<file path="config.mk">
export PLATFORM = sky130hd
export DESIGN_NAME = cigar_string_parser
export DESIGN_NICKNAME = d
export VERILOG_FILES = /design/src/csp_pkg.sv /design/src/cigar_string_parser.sv
export SDC_FILE = /design/constraint.sdc
export NUM_CORES = 1
export LEC_CHECK = 0
export ABC_AREA = 0
export BUFFER_PORTS_ARGS = -buffer_cell sky130_fd_sc_hd__buf_4
export CORE_ASPECT_RATIO = 1.2
export CORE_MARGIN = 2
export CORE_UTILIZATION = 60
export DETAILED_ROUTE_END_ITERATION = 6
export PLACE_DENSITY = 0.85
export SLEW_MARGIN = 20
export SYNTH_ARGS = -nofsm -noshare
export SYNTH_HDL_FRONTEND = slang
export SYNTH_SLANG_ARGS = --single-unit
</file>
<file path="constraint.sdc">
create_clock -name clk -period 12 [get_ports clk]
set_clock_uncertainty 0.2 [all_clocks]
set_input_delay 3 -clock clk [delete_from_list [all_inputs] [get_ports clk]]
set_output_delay 3 -clock clk [all_outputs]
set_load 0.02 [all_outputs]
</file>
<file path="src/csp_pkg.sv">
// shared types, character codes and helpers for the cigar string parser
package csp_pkg;

  // run length accumulator width
  localparam int LEN_BITS = 28;
  // width of a read or reference position
  localparam int POS_BITS = 31;
  // width of the op_len result field
  localparam int OP_LEN_BITS = 28;
  // width of a signed position field on the result channel
  localparam int SPOS_BITS = 32;

  localparam logic [POS_BITS-1:0] POS_MAX = '1;
  localparam logic [LEN_BITS-1:0] LEN_MAX = '1;
  localparam logic [SPOS_BITS-1:0] POS_NONE = '1;

  // ascii codes the parser reacts to
  localparam logic [7:0] CH_ZERO  = 8'h30;
  localparam logic [7:0] CH_NINE  = 8'h39;
  localparam logic [7:0] CH_STAR  = 8'h2A;
  localparam logic [7:0] CH_PAD   = 8'h50;
  localparam logic [7:0] CH_M     = 8'h4D;
  localparam logic [7:0] CH_I     = 8'h49;
  localparam logic [7:0] CH_D     = 8'h44;
  localparam logic [7:0] CH_N     = 8'h4E;
  localparam logic [7:0] CH_S     = 8'h53;
  localparam logic [7:0] CH_H     = 8'h48;
  localparam logic [7:0] CH_EQUAL = 8'h3D;
  localparam logic [7:0] CH_X     = 8'h58;

  // operation codes on the result channel
  typedef enum logic [3:0] {
    OP_NONE  = 4'd0,
    OP_M     = 4'd1,
    OP_I     = 4'd2,
    OP_D     = 4'd3,
    OP_N     = 4'd4,
    OP_S     = 4'd5,
    OP_H     = 4'd6,
    OP_EQUAL = 4'd7,
    OP_X     = 4'd8
  } op_t;

  // decoded operation letter
  typedef struct packed {
    logic hit;
    op_t  op;
    logic on_read;
    logic on_ref;
  } op_dec_t;

  // one operation record held for the result channel
  typedef struct packed {
    op_t                    op;
    logic [OP_LEN_BITS-1:0] len;
    logic [SPOS_BITS-1:0]   read_first;
    logic [SPOS_BITS-1:0]   read_last;
    logic [SPOS_BITS-1:0]   ref_first;
    logic [SPOS_BITS-1:0]   ref_last;
  } op_rec_t;

  // map an operation letter to its code and the axes it consumes
  function automatic op_dec_t decode_op(input logic [7:0] c);
    op_dec_t d;
    d = '{hit: 1'b0, op: OP_NONE, on_read: 1'b0, on_ref: 1'b0};
    case (c)
      CH_M:     d = '{hit: 1'b1, op: OP_M,     on_read: 1'b1, on_ref: 1'b1};
      CH_I:     d = '{hit: 1'b1, op: OP_I,     on_read: 1'b1, on_ref: 1'b0};
      CH_D:     d = '{hit: 1'b1, op: OP_D,     on_read: 1'b0, on_ref: 1'b1};
      CH_N:     d = '{hit: 1'b1, op: OP_N,     on_read: 1'b0, on_ref: 1'b1};
      CH_S:     d = '{hit: 1'b1, op: OP_S,     on_read: 1'b1, on_ref: 1'b0};
      CH_H:     d = '{hit: 1'b1, op: OP_H,     on_read: 1'b1, on_ref: 1'b0};
      CH_EQUAL: d = '{hit: 1'b1, op: OP_EQUAL, on_read: 1'b1, on_ref: 1'b1};
      CH_X:     d = '{hit: 1'b1, op: OP_X,     on_read: 1'b1, on_ref: 1'b1};
      default:  d = '{hit: 1'b0, op: OP_NONE,  on_read: 1'b0, on_ref: 1'b0};
    endcase
    return d;
  endfunction

  // clamp a one-bit-wider position sum at the largest position
  function automatic logic [POS_BITS-1:0] sat_pos(input logic [POS_BITS:0] s);
    logic [POS_BITS-1:0] r;
    if (s > {1'b0, POS_MAX}) begin
      r = POS_MAX;
    end else begin
      r = s[POS_BITS-1:0];
    end
    return r;
  endfunction

endpackage

</file>
<file path="src/cigar_string_parser.sv">
// cigar string parser: characters in, operation and summary records out
//
//  channel | dir | tdata (low bit up)                               | tuser      | tlast
//  s_*     | in  | ch[7:0], ref_start[38:8], zero pad [39]          | first_char | last_char
//  m_*     | out | op, op_len, read_first, read_last, ref_first,    | kind       | final_result
//          |     | ref_last, read_length, zero pad [191]            |            |
//
// a character passes an input register, then decode, run length update and
// position adds into a result pair register (operation, summary).
// one character per cycle while the receiver is ready, except that a character
// with both an operation record and a summary holds the result register until both are taken.
// rst (synchronous) clears the parse state and both pipeline stages.
// s_tready drops only while the input register is full and the result pair
// cannot be drained in the same cycle.
module cigar_string_parser (
  input  logic         clk,
  input  logic         rst,
  input  logic         s_tvalid,
  output logic         s_tready,
  input  logic [39:0]  s_tdata,   // ch[7:0], ref_start[38:8], pad[39]
  input  logic         s_tuser,   // first_char
  input  logic         s_tlast,   // last_char
  output logic         m_tvalid,
  input  logic         m_tready,
  output logic [191:0] m_tdata,   // op, op_len, read_first, read_last, ref_first,
                                  // ref_last, read_length, pad[191]
  output logic         m_tuser,   // kind
  output logic         m_tlast    // final_result
);

  localparam int AccW = csp_pkg::LEN_BITS + 4;
  localparam int SumW = csp_pkg::POS_BITS + 1;

  // input register
  logic                         in_valid;
  logic [7:0]                   in_ch;
  logic                         in_first;
  logic                         in_last;
  logic [csp_pkg::POS_BITS-1:0] in_ref_start;

  // parse state; the read length seen always equals the next read position
  logic [csp_pkg::LEN_BITS-1:0] acc, acc_next;
  logic [csp_pkg::POS_BITS-1:0] read_pos, read_pos_next;
  logic [csp_pkg::POS_BITS-1:0] ref_pos, ref_pos_next;
  logic                         aborted, aborted_next;

  // result pair register
  logic                         op_valid;
  logic                         sum_valid;
  csp_pkg::op_rec_t             op_rec;
  logic [csp_pkg::POS_BITS-1:0] sum_len;

  // per-character combinational results
  logic                         op_hit;
  csp_pkg::op_rec_t             op_rec_next;
  logic [csp_pkg::POS_BITS-1:0] sum_len_next;

  logic                         load_ok;
  logic                         adv;
  logic                         s_xfer;
  logic                         m_xfer;

  // working values inside the update
  logic [csp_pkg::LEN_BITS-1:0] acc_eff;
  logic [csp_pkg::POS_BITS-1:0] read_eff;
  logic [csp_pkg::POS_BITS-1:0] ref_eff;
  logic                         ab_eff;
  logic [AccW-1:0]              acc_wide;
  logic [3:0]                   digit;
  csp_pkg::op_dec_t             dec;
  logic                         len_nz;

  // handshake and stage movement
  assign s_xfer   = s_tvalid && s_tready;
  assign m_xfer   = m_tvalid && m_tready;
  assign load_ok  = (!op_valid && !sum_valid) || (m_tready && (op_valid != sum_valid));
  assign adv      = in_valid && load_ok;
  assign s_tready = !in_valid || load_ok;

  // input register
  always_ff @(posedge clk) begin
    if (rst) begin
      in_valid <= 1'b0;
    end else if (s_xfer) begin
      in_valid <= 1'b1;
    end else if (adv) begin
      in_valid <= 1'b0;
    end
  end

  always_ff @(posedge clk) begin
    if (s_xfer) begin
      in_ch        <= s_tdata[7:0];
      in_ref_start <= s_tdata[38:8];
      in_first     <= s_tuser;
      in_last      <= s_tlast;
    end
  end

  // per-character update: new string, digits, letters, pad and star
  always_comb begin
    acc_eff  = in_first ? '0 : acc;
    read_eff = in_first ? '0 : read_pos;
    ref_eff  = in_first ? in_ref_start : ref_pos;
    ab_eff   = in_first ? 1'b0 : aborted;

    digit    = 4'(in_ch - csp_pkg::CH_ZERO);
    acc_wide = ({4'b0, acc_eff} << 3) + ({4'b0, acc_eff} << 1) + AccW'(digit);
    dec      = csp_pkg::decode_op(in_ch);
    len_nz   = (acc_eff != '0);

    acc_next      = acc_eff;
    read_pos_next = read_eff;
    ref_pos_next  = ref_eff;
    aborted_next  = ab_eff;
    op_hit        = 1'b0;
    op_rec_next   = '{op: csp_pkg::OP_NONE, len: '0,
                      read_first: csp_pkg::POS_NONE, read_last: csp_pkg::POS_NONE,
                      ref_first: csp_pkg::POS_NONE, ref_last: csp_pkg::POS_NONE};

    if (!ab_eff) begin
      if (in_ch >= csp_pkg::CH_ZERO && in_ch <= csp_pkg::CH_NINE) begin
        // run length digit, saturating
        if (acc_wide > {4'b0, csp_pkg::LEN_MAX}) begin
          acc_next = csp_pkg::LEN_MAX;
        end else begin
          acc_next = acc_wide[csp_pkg::LEN_BITS-1:0];
        end
      end else if (in_ch == csp_pkg::CH_STAR) begin
        // star: discard marker, rest of the string ignored
        op_hit       = 1'b1;
        acc_next     = '0;
        aborted_next = 1'b1;
      end else if (dec.hit) begin
        // operation letter
        op_hit          = 1'b1;
        op_rec_next.op  = dec.op;
        op_rec_next.len = csp_pkg::OP_LEN_BITS'(acc_eff);
        acc_next        = '0;
        if (len_nz && dec.on_read) begin
          op_rec_next.read_first = {1'b0, read_eff};
          op_rec_next.read_last  = {1'b0, csp_pkg::sat_pos({1'b0, read_eff}
                                     + SumW'(acc_eff) - SumW'(1))};
          read_pos_next          = csp_pkg::sat_pos({1'b0, read_eff} + SumW'(acc_eff));
        end
        if (len_nz && dec.on_ref) begin
          op_rec_next.ref_first = {1'b0, ref_eff};
          op_rec_next.ref_last  = {1'b0, csp_pkg::sat_pos({1'b0, ref_eff}
                                    + SumW'(acc_eff) - SumW'(1))};
          ref_pos_next          = csp_pkg::sat_pos({1'b0, ref_eff} + SumW'(acc_eff));
        end
      end else if (in_ch == csp_pkg::CH_PAD) begin
        // padding clears the number
        acc_next = '0;
      end
    end

    sum_len_next = read_pos_next;
  end

  // parse state registers
  always_ff @(posedge clk) begin
    if (rst) begin
      acc      <= '0;
      read_pos <= '0;
      ref_pos  <= '0;
      aborted  <= 1'b0;
    end else if (adv) begin
      acc      <= acc_next;
      read_pos <= read_pos_next;
      ref_pos  <= ref_pos_next;
      aborted  <= aborted_next;
    end
  end

  // result pair: operation record first, summary second
  always_ff @(posedge clk) begin
    if (rst) begin
      op_valid  <= 1'b0;
      sum_valid <= 1'b0;
    end else if (adv) begin
      op_valid  <= op_hit;
      sum_valid <= in_last;
    end else if (m_xfer) begin
      if (op_valid) begin
        op_valid <= 1'b0;
      end else begin
        sum_valid <= 1'b0;
      end
    end
  end

  always_ff @(posedge clk) begin
    if (adv) begin
      op_rec  <= op_rec_next;
      sum_len <= sum_len_next;
    end
  end

  // result channel
  assign m_tvalid = op_valid || sum_valid;
  assign m_tuser  = !op_valid;
  assign m_tlast  = !op_valid || !sum_valid;

  always_comb begin
    if (op_valid) begin
      m_tdata = {1'b0, csp_pkg::POS_BITS'(0), op_rec.ref_last, op_rec.ref_first,
                 op_rec.read_last, op_rec.read_first, op_rec.len, op_rec.op};
    end else begin
      m_tdata = {1'b0, sum_len, csp_pkg::POS_NONE, csp_pkg::POS_NONE,
                 csp_pkg::POS_NONE, csp_pkg::POS_NONE,
                 csp_pkg::OP_LEN_BITS'(0), csp_pkg::OP_NONE};
    end
  end

  // checks
  a_no_op_after_star: assert property (@(posedge clk) disable iff (rst)
    (adv && aborted && !in_first) |=> !op_valid)
    else $error("operation record after star");

  a_stall_needs_output: assert property (@(posedge clk) disable iff (rst)
    !s_tready |-> m_tvalid)
    else $error("input stalled with no result pending");

  a_read_range_order: assert property (@(posedge clk) disable iff (rst)
    (op_valid && op_rec.read_first != csp_pkg::POS_NONE)
      |-> (op_rec.read_last >= op_rec.read_first))
    else $error("read range reversed");

  a_ref_range_order: assert property (@(posedge clk) disable iff (rst)
    (op_valid && op_rec.ref_first != csp_pkg::POS_NONE)
      |-> (op_rec.ref_last >= op_rec.ref_first))
    else $error("reference range reversed");

endmodule

</file>
[Word level (Yosys, flattened, before mapping)]
Index checks and enable logic that the tools add are counted.
Word-level totals
  bits of input ports: 46
  bits in registers: 326
Operators by class
  muxes and demuxes: 42
  bitwise operators: 3
  order comparisons: 7
  add/sub/neg operators: 7
  equal/unequal tests: 12
  reduce and logical (&&, ||, !) cells: 24
Operator list (count)
  $mux 31: 16
  $mux 28: 7
  $mux 191: 1
  $gt 32x31->1 const B: 4
  $mux 64: 2
  $add 31x28->32: 2
  $eq 8x7->1 const B: 8
  $sub 32x1->32 const B: 2
  $pmux 7 s8: 1
  $add 31x29->32: 1
  $add 32x4->32: 1
  $gt 32x28->1 const B: 1
  $reduce_bool 28->1: 1
  $eq 8x6->1 const B: 2
  $mux 1: 15
  $reduce_or 6->1: 2
  $reduce_or 5->1: 2
  $ge 8x6->1 const B: 1
  $le 8x6->1 const B: 1
  $logic_and 1x1->1: 8
  $logic_or 1x1->1: 4
  $reduce_bool 2->1: 2
  $reduce_or 4->1: 1
  $sub 4x1->4 const B: 1
  other kinds (5): 9

[Longest topological paths before layout]
  word-level depth: 9
  depth in mapped cells: 26

[Least setup slack after synthesis]
Ideal clock, no wire load.
  kind: input to register
  start point: input port m_tready
  end point: register op_rec[0] (netlist name), enable pin
  cell stages on the path: 5
  data required time: 11.173 ns
  setup slack: 2.386 ns
  library setup time: 0.627 ns
  arrival: 8.787 ns
  cell sequence: a21oi_1 -> nand2b_1 -> clkbuf_1 -> inv_2 -> buf_1
Between the ends
  cells in the longest elaborated chain, start to end: 3
Ends and longest elaborated chain
  start, declared: RTL line cigar_string_parser.sv:24  | input logic m_tready,
  $logic_and 1x1->1: RTL line cigar_string_parser.sv:76  | assign load_ok = (!op_valid && !sum_valid) || (m_tready && (op_valid != sum_valid));
  $logic_or 1x1->1: RTL line cigar_string_parser.sv:76
  $logic_and 1x1->1: RTL line cigar_string_parser.sv:77  | assign adv = in_valid && load_ok;
  via adv: RTL line cigar_string_parser.sv:59  | logic adv;
  end signal, assigned: RTL line cigar_string_parser.sv:195  | op_rec <= op_rec_next;
  end, declared: RTL line cigar_string_parser.sv:50  | csp_pkg::op_rec_t op_rec;
The timed path passes the listed nets, and every way through them passes these cells.
A chain may end at the register's enable or synchronous reset.

[Final worst setup path]
  start point: register in_first
  end point: register op_rec[26] (netlist name), data pin
Between the ends
  cells in the longest elaborated chain, start to end: 5
  elaborated cells on any way between the ends: 10
  classes of those cells: add/sub (2); order compare (1); mux (3); bitwise (1); reduce/logical (3)
Ends and longest elaborated chain
  start, declared: RTL line cigar_string_parser.sv:37  | logic in_first;
  start signal, assigned: RTL line cigar_string_parser.sv:95  | in_first <= s_tuser;
  $mux 28 *: RTL line cigar_string_parser.sv:102  | acc_eff = in_first ? '0 : acc;
  via acc_eff, one bit: RTL line cigar_string_parser.sv:64  | logic [csp_pkg::LEN_BITS-1:0] acc_eff;
  $add 31x28->32 / $reduce_bool 28->1 (equally long branches): RTL line cigar_string_parser.sv:149, cigar_string_parser.sv:110
  $sub 32x1->32 / $logic_and 1x1->1 (equally long branches): RTL line cigar_string_parser.sv:149, cigar_string_parser.sv:146
  $gt 32x31->1 / $not 1->1 (equally long branches)
  $reduce_or 6->1 (no source line)
The timed path passes the listed nets; every way through them passes the cells marked *.

==> flow_metrics.tcl <==
set metrics [dict create \
    grt_pass1_wl_um 98000 \
    synth_edf_count 230 \
    cts_max_path_buffers 3 \
    fill_cells 2801 \
    ys_ff_latch 324 \
    r2r_setup_slack_ns 5.06 \
    syn_inst 2377 \
    syn2layout_area_growth_pct 14.9 \
    core_area_um2 35700 \
    die-area_um2 37500 \
    placed_area_um2 23600 \
    startpoint_type "flip-flop" \
    drive_gt1_share_pct 15.0 \
    switching_share_pct 24.0 \
    r2r_cells 14 \
    p_sw_uw 610 \
    cts_root_buffer "clkbuf_16" \
    num_io_pins 242 \
    synth_ff_type "edfxtp_1" \
    p_seq_share_pct 48.6 \
    regArea_um2 8790 \
    grt_pass1_vias 18200 \
    nets 2693 \
    fmax_mhz 144 \
    cp-end-kind "flip-flop" \
    fin_area_um2 24800 \
    min_path_cells 2 \
    antenna_left 0 \
    worst_ir_drop_vdd_mv 0.108 \
    clockPowerShare_pct 42.7 \
    numCtsBuffers 34 \
    min_to "read_pos[14]" \
    synth_cell_type_count 95 \
    rsz0062_at_grt "no" \
    die_y_um 212 \
    ctsResizeCount 0 \
    rows 76 \
    die_w_um 177 \
    cts.hold.buffers_added 0 \
    wire_per_inst_um 20.9 \
    async_flop_share_pct 0 \
    clkTransAtPathRegs_ns 0.07 \
    min_period_ns 6.94 \
    setup_tns_ns 0 \
    syn-mean-instance-area_um2 9.07 \
    synth_area_um2 21500 \
    required_ns 12.14 \
    cts_tree "built" \
    setup_violations 0 \
    netlist.area_leader.share_pct 32.1 \
    io_buffers 239 \
    p_comb_share_pct 8.7 \
    p_per_area_nw_per_um2 103 \
    dr_total_vias 18900 \
    netlist.top_cell.by_area "edfxtp_1" \
    cp_max_fo 50 \
    p_int_uw 1930 \
    cts_htree_levels 2 \
    grt_max_degree 108 \
    worst_pin_slew_ns 1.16 \
    gr-usage-all-layers_pct 33.5 \
    postRouteWirelength_um 63500 \
    worstHoldStart "read_pos[14]" \
    period_share_pct 57.8 \
    antenna_found_initial 0 \
    hp-class "flip-flop to flip-flop" \
    yosysSeqAreaShare_pct 40.8 \
    p_leak_uw 0.00928 \
    multi_input_area_um2 11900 \
    crit_type "flip-flop to flip-flop" \
    post-route-drc-count 0 \
    synthTopCellsByArea "edfxtp_1 32%, dfxtp_1 8.7%, ha_1 6.0%" \
    gp_congestion 0.936 \
    max_cap_viol_count 0 \
    cts_num_sinks 324 \
    hold_viol_final 0 \
    r2r_end "op_rec[26]" \
    avgViaCountPerCell 6.23 \
    clock_latency_ns 0.54 \
    regToRegStartpoint "in_first" \
    first_pass_iters 6 \
    critPathArrivalTime_ns 7.08 \
    post-cts-setup-buffer-count 0 \
    synth_warnings 0 \
    slew_viol_final 0 \
    start_util_pct 60.4 \
    drt-initial-drc-count 1473 \
    slew-limit-headroom_pct 22.6 \
    synth.net_count 2528 \
    outcome "finished, final reports clean" \
    place_hpwl_um 46000 \
    grt_overflow 0 \
]
-- cells in the final DEF (no fill, tap or decap), types with 11 or more instances in the layout --
cell type | Yosys | layout
inv_1 | 74 | 74
nor3_1 | 50 | 49
ha_1 | 103 | 103
o211ai_1 | 23 | 23
nor3b_1 | 14 | 14
a21oi_1 | 191 | 191
xor2_1 | 39 | 39
nand2b_1 | 160 | 159
and3_1 | 12 | 12
mux2i_1 | 31 | 29
nor2_1 | 166 | 165
and2_1 | 66 | 65
a31oi_1 | 29 | 29
o21ai_0 | 67 | 67
a21o_1 | 53 | 53
or3_1 | 21 | 21
o221ai_1 | 15 | 15
o21bai_1 | 15 | 15
nor4_1 | 15 | 15
dfxtp_1 | 94 | 93
o31ai_1 | 14 | 14
nand2_1 | 258 | 258
edfxtp_1 | 230 | 230
xnor2_1 | 89 | 89
mux2_2 | 11 | 11
o21a_1 | 17 | 17
nand4_1 | 31 | 31
nand3_1 | 47 | 47
a211oi_1 | 26 | 24
buf_4 | 4 | 273
nand3b_1 | 12 | 12
nor2b_1 | 97 | 96
clkbuf_16 | 0 | 37
-- state kept, by name, summed over array words and instances (netlist names) --
name,count
in_valid,1
in_ref_start,31
sum_valid,1
in_first,1
sum_len,31
op_rec,158
op_valid,1
in_last,1
ref_pos,31
acc,28
read_pos,31
in_ch,8
aborted,1
-- power by group through the flow --
stage	registers (uW)	logic [uW]	clock network, uW
final	1230	222	1080
after global routing	1240	240	1130
after CTS	1230	219	1100
after detailed placement	1260	217	0
after global placement	1260	211	0
after floorplan	1260	154	0
-- Yosys cell counts, types with 9 or more instances --
library cell / number
buf_2: 21
edfxtp_1: 230
nor2b_1: 97
nor3b_1: 14
clkbuf_1: 105
mux2_2: 11
mux2i_1: 31
a211oi_1: 26
dfxtp_1: 94
nand2_1: 258
nand2b_1: 160
o21bai_1: 15
xnor2_1: 89
buf_1: 9
a21oi_1: 191
nor2_1: 166
xor2_1: 39
nand3b_1: 12
nand3_1: 47
a31oi_1: 29
inv_1: 74
o221ai_1: 15
and2_1: 66
ha_1: 103
o21ai_0: 67
nor4_1: 15
nor3_1: 50
nand4_1: 31
a21o_1: 53
or3_1: 21
o211ai_1: 23
o21a_1: 17
o31ai_1: 14
and3_1: 12
-- per-stage QoR --
step	worst slack, ns	util, %	hold slack, ns	total power, uW	cells
detailed placement	5.21	66.2	0.242	1480	2973
finish	5.06	69.5	0.252	2540	3037
global route	4.71	69.5	0.281	2610	3036
CTS	5.18	69.4	0.250	2550	3035
global placement	5.22	66.2	0.237	1470	2973
floorplan	2.39	-	0.229	1410	2377
-- routing by layer --
metal,vias to the layer above,GRT usage [%],wire [um]
met5,-,0,0
met4,0,15.4,2930
met3,196,4.51,4340
met2,896,58.5,31600
met1,8926,40.8,24700
li1,8888,-,-
-- worst max path at each step --
stage | start | depth (start not counted) | endpoint | slack [ns]
finish | in_first | 14 | op_rec[26] | 5.06
global route | in_first | 15 | op_rec[26] | 4.71
CTS | m_tready | 4 | s_tready | 5.18
detailed placement | m_tready | 4 | s_tready | 5.21
global placement | m_tready | 4 | s_tready | 5.22
floorplan | m_tready | 5 | op_rec[0] | 2.39
-- worst max-delay path, stage by stage, from the launching register on --
cell       delay [ns]
edfxtp_1         0.35
buf_4            0.41
buf_4            0.63
nor2b_1          0.30
ha_1             0.46
a21oi_1          0.14
o31ai_2          0.65
o2111ai_1        0.22
and4b_1          0.30
or3b_2           0.51
a211oi_2         0.81
nand2b_1         0.81
mux2i_2          0.43
buf_4            0.33
o211ai_1         0.14
-- kinds of logic after synthesis --
| group | share of synthesized area (%) |
|---|---|
| AO/OA/AOI/OAI | 17.4 |
| XOR/XNOR | 5.28 |
| adder cells (fa/ha/maj) | 6.26 |
| buffers and inverters | 4.19 |
| flip-flops | 40.8 |
| multiplexers | 2.01 |
| other | 0.0174 |
| AND/OR/NAND/NOR | 24.1 |
-- final cells by class --
cell class,count,share of cell area (%)
antenna,1,0.0101
inverter,77,1.20
clock inverter,18,0.682
multi-input combinational,1832,48.0
tap,468,2.36
clock buffer,44,3.93
sequential,324,35.5
timing repair buffer,273,8.27
(Power assumes the default switching activity.)
